[config.mk]
export PLATFORM = sky130hd
export DESIGN_NAME = touch_point_press_release_tracker
export DESIGN_NICKNAME = d
export VERILOG_FILES = /design/src/hdl/tpt_pkg.sv /design/src/hdl/touch_point_press_release_tracker.sv /design/src/hdl/tpt_ctrl.sv /design/src/hdl/tpt_datapath.sv
export SDC_FILE = /design/constraint.sdc
export NUM_CORES = 1
export LEC_CHECK = 0
export BUFFER_PORTS_ARGS = -buffer_cell sky130_fd_sc_hd__buf_2
export CORE_ASPECT_RATIO = 1.75
export CORE_UTILIZATION = 60
export DETAILED_ROUTE_END_ITERATION = 10
export HOLD_SLACK_MARGIN = 0.1
export MAX_ROUTING_LAYER = met4
export PLACE_DENSITY = 0.86
export SLEW_MARGIN = 20
export SYNTH_ARGS = -nofsm -noshare
export SYNTH_HDL_FRONTEND = slang
export SYNTH_SLANG_ARGS = --single-unit
[constraint.sdc]
create_clock -name clock -period 7.1 [get_ports clock]
set_input_delay 1.42 -clock clock [delete_from_list [all_inputs] [get_ports clock]]
set_output_delay 1.42 -clock clock [all_outputs]
set_load 0.005 [all_outputs]
[src/hdl/tpt_pkg.sv]
// ----------------------------------------------------------------------------
// Touch point tracker package
// Field widths, event and command codes, controller states and the command
// and status groups that join the controller and the datapath.
// ----------------------------------------------------------------------------
package tpt_pkg;

   localparam int STATUS_W = 8;
   localparam int ID_W     = 8;
   localparam int COORD_W  = 16;
   localparam int KIND_W   = 2;
   localparam int COUNT_W  = 4;

   localparam logic [KIND_W-1:0] KIND_PRESS   = 2'd0;
   localparam logic [KIND_W-1:0] KIND_RELEASE = 2'd1;
   localparam logic [KIND_W-1:0] KIND_CLEAR   = 2'd2;

   localparam logic CMD_FRAME  = 1'b0;
   localparam logic CMD_RECORD = 1'b1;

   localparam int                  READY_BIT  = 7;
   localparam logic [STATUS_W-1:0] COUNT_MASK = 8'h0f;

   typedef enum logic [4:0] {
      ST_IDLE   = 5'b00001,
      ST_DECODE = 5'b00010,
      ST_PRESS  = 5'b00100,
      ST_SCAN   = 5'b01000,
      ST_CLEAR  = 5'b10000
   } state_type;

   typedef struct packed {
      logic latch_item;
      logic frame_reset;
      logic frame_open;
      logic record;
      logic scan_start;
      logic scan_all;
      logic scan_next;
      logic commit;
      logic clear_stored;
      logic load_press;
      logic load_release;
      logic load_clear;
   } cmd_type;

   typedef struct packed {
      logic is_frame;
      logic status_zero;
      logic status_bad;
      logic count_zero;
      logic frame_ok;
      logic press_hit;
      logic done_next;
      logic frame_done;
      logic scan_end;
      logic scan_emit;
      logic scan_all;
      logic out_free;
   } status_type;

endpackage

[src/hdl/touch_point_press_release_tracker.sv]
// ----------------------------------------------------------------------------
// Touch point press/release tracker
// Turns frame-start and point-record items into press, release and
// status-clear events by comparing each frame's IDs with the stored set.
//
//   Channel   Direction  Handshake               Payload
//   req_      in         req_tvalid/req_tready   command, status, id, x, y
//   rsp_      out        rsp_tvalid/rsp_tready   kind, id, row, column, last
//   csr_      in         csr_wr_en               continuous_mode
//
// An item is taken in one cycle and decoded in the next; a record that
// gives a press then passes through the press state. The release scan walks
// the stored points one per cycle, holding on a point whose release waits
// for a free result register; a closing record or an empty frame ends with
// the scan and a status clear. Reset is synchronous and clears the stored
// set. A stalled result holds the controller in its current state.
// ----------------------------------------------------------------------------
module touch_point_press_release_tracker #(
   parameter int MAX_POINTS = 5
) (
   input  logic        clock,
   input  logic        reset,
   input  logic        req_tvalid,
   output logic        req_tready,
   input  logic [47:0] req_tdata,   // status_byte, point_id, point_x, point_y
   input  logic        req_tuser,   // command
   output logic        rsp_tvalid,
   input  logic        rsp_tready,
   output logic [39:0] rsp_tdata,   // event_id, row, column
   output logic [1:0]  rsp_tuser,   // event_kind
   output logic        rsp_tlast,
   input  logic        csr_wr_en,
   input  logic        csr_wr_data
);

   tpt_pkg::cmd_type    cmd;
   tpt_pkg::status_type sts;

   tpt_ctrl u_ctrl (
      .clock      (clock),
      .reset      (reset),
      .req_tvalid (req_tvalid),
      .req_tready (req_tready),
      .sts        (sts),
      .cmd        (cmd)
   );

   tpt_datapath #(
      .MAX_POINTS (MAX_POINTS)
   ) u_datapath (
      .clock       (clock),
      .reset       (reset),
      .req_tuser   (req_tuser),
      .req_tdata   (req_tdata),
      .csr_wr_en   (csr_wr_en),
      .csr_wr_data (csr_wr_data),
      .cmd         (cmd),
      .sts         (sts),
      .rsp_tvalid  (rsp_tvalid),
      .rsp_tready  (rsp_tready),
      .rsp_tdata   (rsp_tdata),
      .rsp_tuser   (rsp_tuser),
      .rsp_tlast   (rsp_tlast)
   );

   a_one_load: assert property (@(posedge clock) disable iff (reset)
      $onehot0({cmd.load_press, cmd.load_release, cmd.load_clear}))
      else $error("More than one result loaded in one cycle.");

   a_load_free: assert property (@(posedge clock) disable iff (reset)
      (cmd.load_press || cmd.load_release || cmd.load_clear) |-> sts.out_free)
      else $error("Result loaded over a waiting result.");

   a_one_item: assert property (@(posedge clock) disable iff (reset)
      (req_tvalid && req_tready) |=> !req_tready)
      else $error("Item accepted while the previous one is being decoded.");

   a_release_not_last: assert property (@(posedge clock) disable iff (reset)
      (rsp_tvalid && rsp_tuser == tpt_pkg::KIND_RELEASE) |-> !rsp_tlast)
      else $error("Release marked as the final result of an item.");

endmodule

[src/hdl/tpt_ctrl.sv]
// ----------------------------------------------------------------------------
// Touch point tracker controller
// Sequences one item at a time: decode, press, release scan and clear.
// ----------------------------------------------------------------------------
module tpt_ctrl (
   input  logic                clock,
   input  logic                reset,
   input  logic                req_tvalid,
   output logic                req_tready,
   input  tpt_pkg::status_type sts,
   output tpt_pkg::cmd_type    cmd
);

   tpt_pkg::state_type state_ff;
   tpt_pkg::state_type state_in;

   always_comb begin
      cmd        = '0;
      state_in   = state_ff;
      req_tready = (state_ff == tpt_pkg::ST_IDLE);
      case (state_ff)
         tpt_pkg::ST_IDLE: begin
            if (req_tvalid) begin
               cmd.latch_item = 1'b1;
               state_in       = tpt_pkg::ST_DECODE;
            end
         end
         tpt_pkg::ST_DECODE: begin
            if (sts.is_frame) begin
               cmd.frame_reset = 1'b1;
               if (sts.status_zero) begin
                  state_in = tpt_pkg::ST_IDLE;
               end else if (sts.status_bad) begin
                  state_in = tpt_pkg::ST_CLEAR;
               end else if (sts.count_zero) begin
                  cmd.scan_start = 1'b1;
                  cmd.scan_all   = 1'b1;
                  state_in       = tpt_pkg::ST_SCAN;
               end else begin
                  cmd.frame_open = 1'b1;
                  state_in       = tpt_pkg::ST_IDLE;
               end
            end else if (!sts.frame_ok) begin
               state_in = tpt_pkg::ST_IDLE;
            end else begin
               cmd.record = 1'b1;
               if (sts.press_hit) begin
                  state_in = tpt_pkg::ST_PRESS;
               end else if (sts.done_next) begin
                  cmd.scan_start = 1'b1;
                  state_in       = tpt_pkg::ST_SCAN;
               end else begin
                  state_in = tpt_pkg::ST_IDLE;
               end
            end
         end
         tpt_pkg::ST_PRESS: begin
            if (sts.out_free) begin
               cmd.load_press = 1'b1;
               if (sts.frame_done) begin
                  cmd.scan_start = 1'b1;
                  state_in       = tpt_pkg::ST_SCAN;
               end else begin
                  state_in = tpt_pkg::ST_IDLE;
               end
            end
         end
         tpt_pkg::ST_SCAN: begin
            if (sts.scan_end) begin
               if (sts.scan_all) begin
                  cmd.clear_stored = 1'b1;
               end else begin
                  cmd.commit = 1'b1;
               end
               state_in = tpt_pkg::ST_CLEAR;
            end else if (!sts.scan_emit) begin
               cmd.scan_next = 1'b1;
            end else if (sts.out_free) begin
               cmd.load_release = 1'b1;
               cmd.scan_next    = 1'b1;
            end
         end
         tpt_pkg::ST_CLEAR: begin
            if (sts.out_free) begin
               cmd.load_clear = 1'b1;
               state_in       = tpt_pkg::ST_IDLE;
            end
         end
         default: begin
            state_in = tpt_pkg::ST_IDLE;
         end
      endcase
   end

   always_ff @(posedge clock) begin
      if (reset) begin
         state_ff <= tpt_pkg::ST_IDLE;
      end else begin
         state_ff <= state_in;
      end
   end

endmodule

[src/hdl/tpt_datapath.sv]
// ----------------------------------------------------------------------------
// Touch point tracker datapath
// Holds the item, the frame counters, the stored and current point sets,
// the seen flags, the release scan pointer and the result register.
// ----------------------------------------------------------------------------
module tpt_datapath #(
   parameter int MAX_POINTS = 5
) (
   input  logic                clock,
   input  logic                reset,
   input  logic                req_tuser,
   input  logic [47:0]         req_tdata,
   input  logic                csr_wr_en,
   input  logic                csr_wr_data,
   input  tpt_pkg::cmd_type    cmd,
   output tpt_pkg::status_type sts,
   output logic                rsp_tvalid,
   input  logic                rsp_tready,
   output logic [39:0]         rsp_tdata,
   output logic [1:0]          rsp_tuser,
   output logic                rsp_tlast
);

   localparam int CW = $clog2(MAX_POINTS + 1);

   logic                            item_cmd_ff, item_cmd_in;
   logic [tpt_pkg::STATUS_W-1:0]    item_status_ff, item_status_in;
   logic [tpt_pkg::ID_W-1:0]        item_id_ff, item_id_in;
   logic [tpt_pkg::COORD_W-1:0]     item_x_ff, item_x_in;
   logic [tpt_pkg::COORD_W-1:0]     item_y_ff, item_y_in;

   logic                            continuous_ff, continuous_in;
   logic                            open_ff, open_in;
   logic [CW-1:0]                   expected_ff, expected_in;
   logic [CW-1:0]                   received_ff, received_in;
   logic [CW-1:0]                   stored_count_ff, stored_count_in;
   logic [CW-1:0]                   scan_ff, scan_in;
   logic                            scan_all_ff, scan_all_in;
   logic [MAX_POINTS-1:0]           seen_ff, seen_in;

   logic [tpt_pkg::ID_W-1:0]        stored_id_ff [MAX_POINTS];
   logic [tpt_pkg::ID_W-1:0]        stored_id_in [MAX_POINTS];
   logic [tpt_pkg::COORD_W-1:0]     stored_x_ff [MAX_POINTS];
   logic [tpt_pkg::COORD_W-1:0]     stored_x_in [MAX_POINTS];
   logic [tpt_pkg::COORD_W-1:0]     stored_y_ff [MAX_POINTS];
   logic [tpt_pkg::COORD_W-1:0]     stored_y_in [MAX_POINTS];
   logic [tpt_pkg::ID_W-1:0]        cur_id_ff [MAX_POINTS];
   logic [tpt_pkg::ID_W-1:0]        cur_id_in [MAX_POINTS];
   logic [tpt_pkg::COORD_W-1:0]     cur_x_ff [MAX_POINTS];
   logic [tpt_pkg::COORD_W-1:0]     cur_x_in [MAX_POINTS];
   logic [tpt_pkg::COORD_W-1:0]     cur_y_ff [MAX_POINTS];
   logic [tpt_pkg::COORD_W-1:0]     cur_y_in [MAX_POINTS];

   logic                            rsp_valid_ff, rsp_valid_in;
   logic [tpt_pkg::KIND_W-1:0]      rsp_kind_ff, rsp_kind_in;
   logic [tpt_pkg::ID_W-1:0]        rsp_id_ff, rsp_id_in;
   logic [tpt_pkg::COORD_W-1:0]     rsp_row_ff, rsp_row_in;
   logic [tpt_pkg::COORD_W-1:0]     rsp_col_ff, rsp_col_in;
   logic                            rsp_last_ff, rsp_last_in;

   logic [tpt_pkg::STATUS_W-1:0]    status_masked;
   logic [tpt_pkg::COUNT_W-1:0]     count;
   logic [MAX_POINTS-1:0]           match;
   logic                            sel_seen;
   logic [tpt_pkg::ID_W-1:0]        sel_id;
   logic [tpt_pkg::COORD_W-1:0]     sel_x;
   logic [tpt_pkg::COORD_W-1:0]     sel_y;
   logic                            out_free;

   assign status_masked = item_status_ff & tpt_pkg::COUNT_MASK;
   assign count         = status_masked[tpt_pkg::COUNT_W-1:0];
   assign out_free      = !rsp_valid_ff || rsp_tready;

   always_comb begin
      match    = '0;
      sel_seen = 1'b0;
      sel_id   = '0;
      sel_x    = '0;
      sel_y    = '0;
      for (int i = 0; i < MAX_POINTS; i++) begin
         match[i] = (CW'(i) < stored_count_ff) && (stored_id_ff[i] == item_id_ff);
         if (CW'(i) == scan_ff) begin
            sel_seen = seen_ff[i];
            sel_id   = stored_id_ff[i];
            sel_x    = stored_x_ff[i];
            sel_y    = stored_y_ff[i];
         end
      end
   end

   always_comb begin
      sts.is_frame    = (item_cmd_ff == tpt_pkg::CMD_FRAME);
      sts.status_zero = (item_status_ff == '0);
      sts.status_bad  = !item_status_ff[tpt_pkg::READY_BIT]
                        || ({1'b0, count} > (tpt_pkg::COUNT_W + 1)'(MAX_POINTS));
      sts.count_zero  = (count == '0);
      sts.frame_ok    = open_ff && (received_ff < CW'(MAX_POINTS));
      sts.press_hit   = continuous_ff || !(|match);
      sts.done_next   = (({1'b0, received_ff} + 1'b1) >= {1'b0, expected_ff});
      sts.frame_done  = (received_ff >= expected_ff);
      sts.scan_end    = (scan_ff >= stored_count_ff);
      sts.scan_emit   = scan_all_ff || !sel_seen;
      sts.scan_all    = scan_all_ff;
      sts.out_free    = out_free;
   end

   always_comb begin
      item_cmd_in     = item_cmd_ff;
      item_status_in  = item_status_ff;
      item_id_in      = item_id_ff;
      item_x_in       = item_x_ff;
      item_y_in       = item_y_ff;
      continuous_in   = continuous_ff;
      open_in         = open_ff;
      expected_in     = expected_ff;
      received_in     = received_ff;
      stored_count_in = stored_count_ff;
      scan_in         = scan_ff;
      scan_all_in     = scan_all_ff;
      seen_in         = seen_ff;
      stored_id_in    = stored_id_ff;
      stored_x_in     = stored_x_ff;
      stored_y_in     = stored_y_ff;
      cur_id_in       = cur_id_ff;
      cur_x_in        = cur_x_ff;
      cur_y_in        = cur_y_ff;
      rsp_valid_in    = rsp_valid_ff;
      rsp_kind_in     = rsp_kind_ff;
      rsp_id_in       = rsp_id_ff;
      rsp_row_in      = rsp_row_ff;
      rsp_col_in      = rsp_col_ff;
      rsp_last_in     = rsp_last_ff;

      if (cmd.latch_item) begin
         item_cmd_in    = req_tuser;
         item_status_in = req_tdata[7:0];
         item_id_in     = req_tdata[15:8];
         item_x_in      = req_tdata[31:16];
         item_y_in      = req_tdata[47:32];
      end
      if (csr_wr_en) begin
         continuous_in = csr_wr_data;
      end
      if (cmd.frame_reset) begin
         open_in     = 1'b0;
         expected_in = '0;
         received_in = '0;
         seen_in     = '0;
      end
      if (cmd.frame_open) begin
         open_in     = 1'b1;
         expected_in = CW'(count);
      end
      if (cmd.record) begin
         for (int i = 0; i < MAX_POINTS; i++) begin
            if (CW'(i) == received_ff) begin
               cur_id_in[i] = item_id_ff;
               cur_x_in[i]  = item_x_ff;
               cur_y_in[i]  = item_y_ff;
            end
         end
         received_in = received_ff + 1'b1;
         seen_in     = seen_ff | match;
      end
      if (cmd.scan_start) begin
         scan_in     = '0;
         scan_all_in = cmd.scan_all;
      end
      if (cmd.scan_next) begin
         scan_in = scan_ff + 1'b1;
      end
      if (cmd.commit) begin
         for (int i = 0; i < MAX_POINTS; i++) begin
            if (CW'(i) < received_ff) begin
               stored_id_in[i] = cur_id_ff[i];
               stored_x_in[i]  = cur_x_ff[i];
               stored_y_in[i]  = cur_y_ff[i];
            end
         end
         stored_count_in = received_ff;
         open_in         = 1'b0;
         expected_in     = '0;
         received_in     = '0;
      end
      if (cmd.clear_stored) begin
         stored_count_in = '0;
      end

      if (rsp_valid_ff && rsp_tready) begin
         rsp_valid_in = 1'b0;
      end
      if (cmd.load_press) begin
         rsp_valid_in = 1'b1;
         rsp_kind_in  = tpt_pkg::KIND_PRESS;
         rsp_id_in    = item_id_ff;
         rsp_row_in   = item_y_ff;
         rsp_col_in   = item_x_ff;
         rsp_last_in  = !sts.frame_done;
      end
      if (cmd.load_release) begin
         rsp_valid_in = 1'b1;
         rsp_kind_in  = tpt_pkg::KIND_RELEASE;
         rsp_id_in    = sel_id;
         rsp_row_in   = sel_y;
         rsp_col_in   = sel_x;
         rsp_last_in  = 1'b0;
      end
      if (cmd.load_clear) begin
         rsp_valid_in = 1'b1;
         rsp_kind_in  = tpt_pkg::KIND_CLEAR;
         rsp_id_in    = '0;
         rsp_row_in   = '0;
         rsp_col_in   = '0;
         rsp_last_in  = 1'b1;
      end
   end

   always_ff @(posedge clock) begin
      if (reset) begin
         continuous_ff   <= 1'b1;
         open_ff         <= 1'b0;
         expected_ff     <= '0;
         received_ff     <= '0;
         stored_count_ff <= '0;
         scan_ff         <= '0;
         scan_all_ff     <= 1'b0;
         seen_ff         <= '0;
         rsp_valid_ff    <= 1'b0;
      end else begin
         continuous_ff   <= continuous_in;
         open_ff         <= open_in;
         expected_ff     <= expected_in;
         received_ff     <= received_in;
         stored_count_ff <= stored_count_in;
         scan_ff         <= scan_in;
         scan_all_ff     <= scan_all_in;
         seen_ff         <= seen_in;
         rsp_valid_ff    <= rsp_valid_in;
      end
   end

   always_ff @(posedge clock) begin
      item_cmd_ff    <= item_cmd_in;
      item_status_ff <= item_status_in;
      item_id_ff     <= item_id_in;
      item_x_ff      <= item_x_in;
      item_y_ff      <= item_y_in;
      stored_id_ff   <= stored_id_in;
      stored_x_ff    <= stored_x_in;
      stored_y_ff    <= stored_y_in;
      cur_id_ff      <= cur_id_in;
      cur_x_ff       <= cur_x_in;
      cur_y_ff       <= cur_y_in;
      rsp_kind_ff    <= rsp_kind_in;
      rsp_id_ff      <= rsp_id_in;
      rsp_row_ff     <= rsp_row_in;
      rsp_col_ff     <= rsp_col_in;
      rsp_last_ff    <= rsp_last_in;
   end

   assign rsp_tvalid = rsp_valid_ff;
   assign rsp_tuser  = rsp_kind_ff;
   assign rsp_tlast  = rsp_last_ff;
   assign rsp_tdata  = {rsp_col_ff, rsp_row_ff, rsp_id_ff};

endmodule

==> Word level (Yosys, flattened, before mapping) <==
Index checks and enable logic that the tools add are counted.
{ "word_totals": {"output_inout_bits": 45, "word_cells": 218, "inputBits": 55, "register_bits": 518} }
{ "op_classes": {"bitwise_logic": 1, "add_sub_neg": 3, "n_lt_le_gt_ge": 15, "muxes": 88, "eq_ne": 22, "n_reduce_logical": 39} }
{ "ops": {"columns": ["cell", "n"], "rows": [
  ["$mux 16", 14],
  ["$mux 8", 7],
  ["$mux 5", 10],
  ["$eq 8x8->1", 5],
  ["$mux 1", 36],
  ["$pmux 5 s5", 1],
  ["$mux 3", 7],
  ["$reduce_and 2->1", 10],
  ["$mux 2", 8],
  ["$mux 4", 4],
  ["$eq 2x3->1 const A", 4],
  ["$lt 1x3->1 const A", 4],
  ["$lt 2x3->1 const A", 4],
  ["$logic_not 8->1", 1],
  ["$reduce_bool 2->1", 4],
  ["$logic_and 1x1->1", 7],
  ["$add 3x1->3 const B", 2],
  ["$eq 1x3->1 const A", 2],
  ["$eq 3x3->1 const A", 2],
  ["$ge 3x3->1", 2],
  ["$logic_not 3->1", 2],
  ["$lt 3x3->1 const A", 2],
  ["$eq 5x1->1 const B", 1],
  ["$eq 5x2->1 const B", 1],
  ["18 further kinds", 28]
]} }

==> Depth between registers and ports, before layout <==
Gate-level depths: netlist (run 1).
{ "depth": {"ltp_word": 13, "depth_mapped": 10, "depth_no_buf": 9} }

==> Cells and area by module <==
A second synthesis (run 1) with hierarchy kept.
{ "hier_totals": {"cells_unflattened": 1211, "area_unflattened_um2": 19333.5} }
{ "by_module_without_submodules": {"columns": ["mod", "cells_per_inst", "n_inst", "area_each_um2", "seq_area_each_um2"], "rows": [
  ["tpt_datapath", 1145, 1, 18856.8, 14764.2],
  ["tpt_ctrl", 66, 1, 476.7, 100.1]
]} }

==> Worst setup path after synthesis (run 1) <==
No wires, ideal clock.
{ "synth_path": {"path_kind": "reg2reg", "start": "register u_datapath.received_ff[1]", "end": "register u_datapath.cur_id_ff[24] in the netlist's numbering, enable pin", "n_path_buf": 1, "path_stages_with_launch": 5, "setup_time_ns": 0.538, "period_less_slack_ns": 5.338, "t_arrival_ns": 4.800, "setup_slack_ns": 1.762, "t_required_ns": 6.562, "path_cell_list": "dfxtp_1 -> clkbuf_1 -> o21ai_0 -> nand4_2 -> nor4_1"} }
{ "synth_via": {"elab_chain_cells": 6, "elab_cells_between_ends": 7, "cone_classes": "1 x order compare; 1 x eq/ne; 3 x mux; 2 x reduce/logical"} }
{ "synth_lines": {"columns": ["element", "line", "rtl"], "rows": [
  ["from (decl)", "tpt_datapath.sv:35", "logic [CW-1:0] received_ff, received_in;"],
  ["from (signal assigned)", "tpt_datapath.sv:233", "received_ff <= received_in;"],
  ["$lt 3x3->1", "tpt_datapath.sv:97", "sts.frame_ok = open_ff && (received_ff < CW'(MAX_POINTS));"],
  ["$logic_and 1x1->1", "tpt_datapath.sv:97", null],
  ["$mux 2", "tpt_ctrl.sv:43", "end else if (!sts.frame_ok) begin"],
  ["$mux 1", "tpt_ctrl.sv:29", "if (sts.is_frame) begin"],
  ["$mux 3", "tpt_ctrl.sv:21", "case (state_ff)"],
  ["$reduce_and 2->1 (no line) (*)", null, null],
  ["to (signal assigned)", "tpt_datapath.sv:251", "cur_id_ff <= cur_id_in;"],
  ["to (decl)", "tpt_datapath.sv:47", "logic [tpt_pkg::ID_W-1:0] cur_id_ff [MAX_POINTS];"]
]} }
Every way passes the cells marked *; elsewhere a longest branch is shown, timed or not.
A chain may end at the register's enable or synchronous reset.

==> Final worst setup path (run 1) <==
{ "layout_path": {"start": "register u_datapath.scan_ff[1]", "end": "register u_datapath.rsp_col_ff[11] in the netlist's numbering"} }
{ "layout_via": {"elab_chain_cells": 12, "elab_cells_between_ends": 23, "cone_classes": "1 x order compare; 4 x eq/ne; 14 x mux; 4 x reduce/logical"} }
{ "layout_lines": {"columns": ["element", "line", "rtl"], "rows": [
  ["from (decl)", "tpt_datapath.sv:37", "logic [CW-1:0] scan_ff, scan_in;"],
  ["from (signal assigned)", "tpt_datapath.sv:235", "scan_ff <= scan_in;"],
  ["$logic_not 3->1", "tpt_datapath.sv:82", "if (CW'(i) == scan_ff) begin"],
  ["$mux 1 (5 in a row)", "tpt_datapath.sv:82", null],
  ["$logic_not 1->1", "tpt_datapath.sv:102", "sts.scan_emit = scan_all_ff || !sel_seen;"],
  ["$logic_or 1x1->1", "tpt_datapath.sv:102", null],
  ["$mux 1", "tpt_ctrl.sv:76", "end else if (!sts.scan_emit) begin"],
  ["$mux 1", "tpt_ctrl.sv:69", "if (sts.scan_end) begin"],
  ["$mux 1", "tpt_ctrl.sv:21", null],
  ["$mux 16 / $reduce_bool 2->1 (equally long branches)", null, null],
  ["to (signal assigned)", "tpt_datapath.sv:257", "rsp_col_ff <= rsp_col_in;"],
  ["to (decl)", "tpt_datapath.sv:58", "logic [tpt_pkg::COORD_W-1:0] rsp_col_ff, rsp_col_in;"]
]} }
Parallel ways exist; a longest one is shown, timed or not.

==> metrics.txt, run 1 <==
FF+latch count, synth 518; FMAX 286 MHz; most numerous cell in the Yosys netlist edfxtp_1; commonest cells in the netlist 449 x edfxtp_1, 69 x dfxtp_1, 68 x nor2_1; Via-to-Cell Ratio 6.29; Num CTS Buffers 42; CTS tree built; crit share post-route 49.2%; status completed; die height 236 microns; Clock Sinks 518; Post-CTS Hold Fix Bufs 0; layout cells sized above 1 17.4%; Avg Synthesized Cell Area 16.8 sq um; Remaining DRCs 0; max_slew headroom 36.2%; crit end category flip-flop; CTS H-tree depth 2; antenna diode count 0; die width 136 microns; drt pass-1 iters 5; cells taking the most area after synthesis edfxtp_1 72%, dfxtp_1 7.3%, a221o_1 2.1%; pin count of the biggest net entering global routing 81; cell taking the most area after synthesis edfxtp_1; Routed Antenna Nets 0; initial core utilization 61.0%; Yosys top cell area share 71.7%; post-synthesis cell type count 59; Die ar. 32100 sq um; Post-synth EDFFs 449; Post-CTS Setup Inserts 0; # rows 85; PwrDens 274 nW/um^2; Final Setup Violations 0; Tmin final 3.49 ns; dpl cell area 19700 sq um; RSZ-0062 raised after global routing no; vias in the first global route 10800; Crit path arrival time 3.93 ns; crit start category flip-flop; wire per inst 24.2 microns; Starting DRT DRC Count 1059; first-pass GRT wire length 60200 microns; WP data required 7.53 ns; pre-CTS setup slack 3.63 ns; post-synthesis instance total 1118; io pins 100; Leak 7.06 nW; Mapped Area 18800 sq um; Total GRT Usage 26.4%; VDD IR max 0.228 mV; Slew Viols, Final 0; max-cap violations 0; CTS Root Cell clkbuf_16; CTS resizes 0; DP Wirelength 21900 microns; Slew @ Worst Pin 0.956 ns; post-layout net count 1294; total wire length 39800 microns; Post-synth ARST share 0%; Worst-path clk slew 0.07 ns; core area 30800 sq um; syn_nets 1190; post-route worst setup slack 3.61 ns; Via Count 10400; I/O Buffers 99; HP Class flip-flop to flip-flop; most used flip-flop cell after synthesis edfxtp_1; register area share after synthesis 79.0%; Layout Skew 0.0229 ns; final hold violation count 0; Layout area overhead 12.2%; gpl congestion 0.842; antenna violations before repair 0; worst skew pair latency 0.56 ns; post-route design area 21100 sq um; TNS Setup 0 ns; clk buf depth 3; Worst Path Class, Setup flip-flop to flip-flop; yosys warns 0; CP Max Fanout 41; grt ovf 0
-- state kept, by name, summed over array words and instances (netlist names), 40 cells and up --
register	cells
u_datapath.cur_x_ff	80
u_datapath.cur_id_ff	40
u_datapath.stored_x_ff	80
u_datapath.cur_y_ff	80
u_datapath.stored_y_ff	80
u_datapath.stored_id_ff	40
-- per-stage QoR --
stage | utilization [%] | power [mW] | hold slack [ns] | instances
final | 68.5 | 5.78 | 0.403 | 1647
after floorplan | - | 3.47 | 0.400 | 1118
after global placement | 64.0 | 3.51 | 0.400 | 1569
after detailed placement | 64.0 | 3.52 | 0.405 | 1569
after CTS | 68.4 | 5.82 | 0.409 | 1647
after global routing | 68.5 | 5.93 | 0.405 | 1647
-- layer usage --
metal / vias up / part of all wire (%) / global-route usage [%]
met5: - / 0 / -
met1: 5116 / 37 / 31.3
met2: 562 / 52 / 43.0
li1: 4537 / - / -
met4: 0 / 4.7 / 14.9
met3: 141 / 6.7 / 3.72
-- cell families after synthesis --
group	count (synthesis)	synth area share, %
AOI/OAI and AO/OA	231	9.09
adders and majority gates	17	1.13
DFF	518	79.0
buffers and inverters	74	1.73
and+or+nand+nor	197	4.98
muxes	40	2.13
xor gates and xnor gates	41	1.91
-- cells in the final DEF (no fill, tap or decap), types with 8 or more instances in the layout --
| cell | count |
|---|---|
| buf_4 | 19 |
| o21ai_0 | 47 |
| a211oi_1 | 42 |
| xor2_1 | 22 |
| inv_1 | 16 |
| mux2i_1 | 40 |
| a22oi_1 | 45 |
| a21oi_1 | 25 |
| buf_2 | 99 |
| nand2_1 | 58 |
| nor3_1 | 8 |
| clkinv_2 | 13 |
| ha_1 | 16 |
| nor2_1 | 66 |
| dfxtp_1 | 69 |
| a221o_1 | 40 |
| edfxtp_1 | 449 |
| xnor2_1 | 19 |
| clkbuf_16 | 42 |
-- where the power goes --
group	total [mW]	internal, mW	leakage, nW	switching, mW
clock	2.33	1.28	0.681	1.05
combinational	0.0838	0.0364	1.76	0.0473
sequential	3.37	3.32	4.62	0.0467
-- final cells by class --
type                            count  area, sq um
Multi-Input combinational cell    526         3680
Inverter                           16         60.1
Fill cell                        1897         9730
Clock buffer                       51         1110
Sequential cell                   518        14900
Timing Repair Buffer              118          638
Clock inverter                     27          267
Tap cell                          391          489
-- critical path, stage by stage, from the launching register on --
cell and delay (ns):
dfxtp_1 0.43, ha_1 0.19, ha_2 0.71, buf_4 0.55
nand2_1 0.11, nand2_1 0.10, o221ai_2 0.14, nand3_2 0.10
buf_4 0.53, a211oi_1 0.14, a221o_1 0.33
-- final timing paths --
| path | start | end | slack (ns) | cells after the start |
|---|---|---|---|---|
| worst max-delay path | u_datapath.scan_ff[1] | u_datapath.rsp_col_ff[11] | 3.61 | 10 |
| worst min-delay path | u_datapath.cur_y_ff[45] | u_datapath.stored_y_ff[45] | 0.40 | 0 |
| worst max register to register | u_datapath.scan_ff[1] | u_datapath.rsp_col_ff[11] | 3.61 | 10 |
| worst min register to register | u_datapath.cur_y_ff[45] | u_datapath.stored_y_ff[45] | 0.40 | 0 |
(Power assumes the default switching activity.)
==> run 2: changes to the inputs <==
--- a/config.mk
+++ b/config.mk
@@ -5,6 +5,7 @@
 export SDC_FILE = /design/constraint.sdc
 export NUM_CORES = 1
 export LEC_CHECK = 0
+export ABC_AREA = 1
 export BUFFER_PORTS_ARGS = -buffer_cell sky130_fd_sc_hd__buf_2
 export CORE_ASPECT_RATIO = 1.75
 export CORE_UTILIZATION = 60
==> constraint.sdc (replaced) <==
create_clock -name clock -period 3.5 [get_ports clock]
set_input_delay 0.7 -clock clock [delete_from_list [all_inputs] [get_ports clock]]
set_output_delay 0.7 -clock clock [all_outputs]
set_load 0.005 [all_outputs]
==> run 2 against run 1 <==
Critical path depth up 2. Non-clock buffer count up 7. Cell count up 15%. Highest routed layer unchanged. Critical path type unchanged. Synthesized area up 2.2%. Critical endpoint is now u_datapath.stored_id_ff[16]. Setup slack worse by 3.1 ns. Sequential cell count unchanged. Hold slack worse by 0.090 ns.
==> metrics.txt, run 2 <==
status completed; reg-to-reg startpoint u_datapath.scan_ff[0]; worst hold stages 1 (+1); Avg Synthesized Cell Area 14.1 sq um (-16%); initial core utilization 60.9% (about the same); commonest cells after routing, fill and taps aside 449 x edfxtp_1, 162 x nand2_1, 116 x nor2_1, 102 x inv_1, 99 x buf_2; drt pass-1 iters 5 (unchanged); Slew @ Worst Pin 1.11 ns (+0.158 ns); first-pass GRT wire length 64800 microns (+7.8%); Post-synth EDFFs 449 (unchanged); cell taking the most area after synthesis edfxtp_1; pin count of the biggest net entering global routing 80 (-1.2%); most numerous cell in the Yosys netlist edfxtp_1; clk buf depth 3 (unchanged); Worst Path Class, Setup flip-flop to flip-flop; CTS tree built; Clock Sinks 518 (unchanged); gpl congestion 0.973 (+16%); post-synthesis cell type count 39 (-34%); crit end category flip-flop; worst hold start req_tdata[25]; path depth of the worst reg2reg path 12 (+2); register area share after synthesis 77.4% (-1.7 points); Starting DRT DRC Count 1177 (+11%); Routed Antenna Nets 0 (unchanged); flop2flop setup slack 0.50 ns (-3.11 ns); Layout Skew 0.0212 ns (-0.00168 ns); CTS resizes 0 (unchanged); Layout area overhead 12.6%; most common cell after layout, fill and taps aside edfxtp_1; Via Count 11300 (+9.6%); largest family of logic cells by synthesized area compound AO/OA/AOI/OAI gates; Tmin final 3.00 ns (-0.487 ns); Inst Count DP 1820 (+16%); Synth Area in XOR/XNOR 1.41% (-0.50 points); max_slew headroom 25.4% (-11 points); io pins 100 (unchanged); final hold violation count 0 (unchanged); Worst-path clk slew 0.07 ns (about the same); R2R Path End u_datapath.stored_id_ff[16]; most used flip-flop cell after synthesis edfxtp_1; VDD IR max 0.503 mV (+120%); FMAX 333 MHz (+16%); Mapped Area 19200 sq um (+2.2%); WP data required 3.75 ns (-3.78 ns); Post-CTS Setup Inserts 0 (unchanged); yosys warns 0 (unchanged); Final Setup Violations 0 (unchanged); Crit path arrival time 3.26 ns (-0.67 ns); Leak 7.53 nW (+6.6%); core area 31500 sq um (+2.2%); vias in the first global route 11600 (+7.9%); critical path startpoint u_datapath.scan_ff[0]; HP Class input port to flip-flop; crit start category flip-flop; I/O Buffers 99 (unchanged); Hold EP u_datapath.item_x_ff[9]; antenna diode count 0 (unchanged); syn_nets 1433 (+20%); Slew Viols, Final 0 (unchanged); CP Max Fanout 25 (-39%); PnR Total Power 11.8 mW (+100%); grt ovf 0 (unchanged); commonest cells in the netlist 449 x edfxtp_1, 162 x nand2_1, 123 x nor2_1; antenna violations before repair 0 (unchanged); Total GRT Usage 28.0% (+1.6 points); CTS Root Cell clkbuf_16; wire per inst 22.5 microns (-7.1%); PwrDens 546 nW/um^2 (+99%); RSZ-0062 raised after global routing no; CTS H-tree depth 2 (unchanged); cells taking the most area after synthesis edfxtp_1 70%, dfxtp_1 7.2%, nand2_1 3.2%; post-synthesis instance total 1361 (+22%); die height 239 microns (+1.1%); mux contribution to synthesized area 0% (-2.1 points); Post-synth ARST share 0% (unchanged); post-synthesis compound-gate area fraction 8.52% (-0.58 points); Post-Synth Adder-Cell Area 1.11% (-0.024 points); Yosys top cell area share 70.2% (-1.5 points); Fillers 1986 (+4.7%); DP Wirelength 24800 microns (+13%); TNS Setup 0 ns (unchanged); crit share post-route 85.9% (+37 points); die width 137 microns (+1.1%); Non-Filler Instances 1897 (+15%); layout cells sized above 1 14.3% (-3.0 points); Post-Synth Simple-Gate Area 7.85% (+2.9 points); worst skew pair latency 0.56 ns (about the same); total wire length 42600 microns (+7.0%); Die ar. 32800 sq um (+2.1%); # rows 86 (+1.2%); Post-CTS Hold Fix Bufs 0 (unchanged); max-cap violations 0 (unchanged); Num CTS Buffers 44 (+4.8%); post-layout net count 1542 (+19%); Via-to-Cell Ratio 5.98 (-4.9%); FF+latch count, synth 518 (unchanged); Remaining DRCs 0 (unchanged)
## run 2: cell count changes in the layout (fill, tap and decap cells not counted), moves of 7 or more
| cell | change |
|---|---|
| nand2_1 | +104 |
| inv_1 | +86 |
| o211ai_1 | +75 |
| nor2_1 | +50 |
| nand3_1 | +45 |
| a22oi_1 | -44 |
| o21ai_1 | +43 |
| a221o_1 | -40 |
| mux2i_1 | -40 |
| o21ai_0 | +14 |
| clkinv_2 | -8 |
| xor2_1 | -8 |
| clkinv_1 | +7 |
| o22ai_1 | +7 |
## run 2: stage by stage
| stage | worst slack (ns) | hold WS (ns) | instance area (sq um) | utilization, % |
|---|---|---|---|---|
| global route | 0.289 | 0.296 | 21600 | 68.6 |
| finish | 0.495 | 0.313 | 21600 | 68.6 |
| detailed placement | 0.552 | 0.405 | 20300 | 64.3 |
| floorplan | -0.752 | 0.400 | 19200 | - |
| CTS | 0.530 | 0.297 | 21600 | 68.6 |
| global placement | 0.608 | 0.400 | 20300 | 64.3 |
## run 2: routing by layer
layer  GRT usage (%)  share of wire [%]  routed length [microns]  vias up
met5               -                  0                        0        -
li1                -                  -                        -     5130
met1            31.5                 35                    14900     5458
met3            4.45                7.8                     3300      132
met2            47.4                 53                    22400      628
met4            15.0                4.8                     2040        0
## run 2: cell type report
cell class	instances	area [sq um]	area share [%]
timing repair buffer	125	766	3.54
clock inverter	26	214	0.989
inverter	111	419	1.94
tap	396	495	2.29
multi-input combinational	670	3720	17.2
clock buffer	51	1150	5.30
sequential	518	14900	68.7
## run 2: cells by family after synthesis
| logic type | count (synthesis) |
|---|---|
| compound gates | 261 |
| simple gates | 361 |
| buf+inv | 173 |
| flops | 518 |
| fa+ha+maj | 17 |
| xor+xnor | 31 |
## run 2: how the worst max path moves through the flow
stage | end | slack [ns] | depth (start not counted)
6_report | u_datapath.stored_id_ff[16] | 0.50 | 12
5_1_grt | u_datapath.stored_id_ff[16] | 0.29 | 12
4_1_cts | u_datapath.stored_id_ff[16] | 0.53 | 12
3_5_place_dp | u_datapath.stored_id_ff[16] | 0.55 | 12
3_3_place_gp | u_datapath.stored_x_ff[38] | 0.61 | 12
2_1_floorplan | u_datapath.cur_id_ff[24] | -0.75 | 6
## run 2: report_power, final
part | switching, mW | internal (mW) | leakage (nW) | total [mW]
Clock | 2.15 | 2.52 | 0.646 | 4.67
Combinational | 0.131 | 0.0982 | 2.25 | 0.229
Sequential | 0.123 | 6.78 | 4.63 | 6.91
## run 2: worst max-delay path, cell delays in order (launching register included)
cell	delay, ns
dfxtp_1	0.38
inv_1	0.11
ha_1	0.28
inv_1	0.04
nand2_1	0.05
a21o_1	0.10
a21oi_1	0.05
inv_1	0.12
nand2_1	0.07
nor2_1	0.16
nand2_1	0.13
o21ai_4	0.83
buf_4	0.35
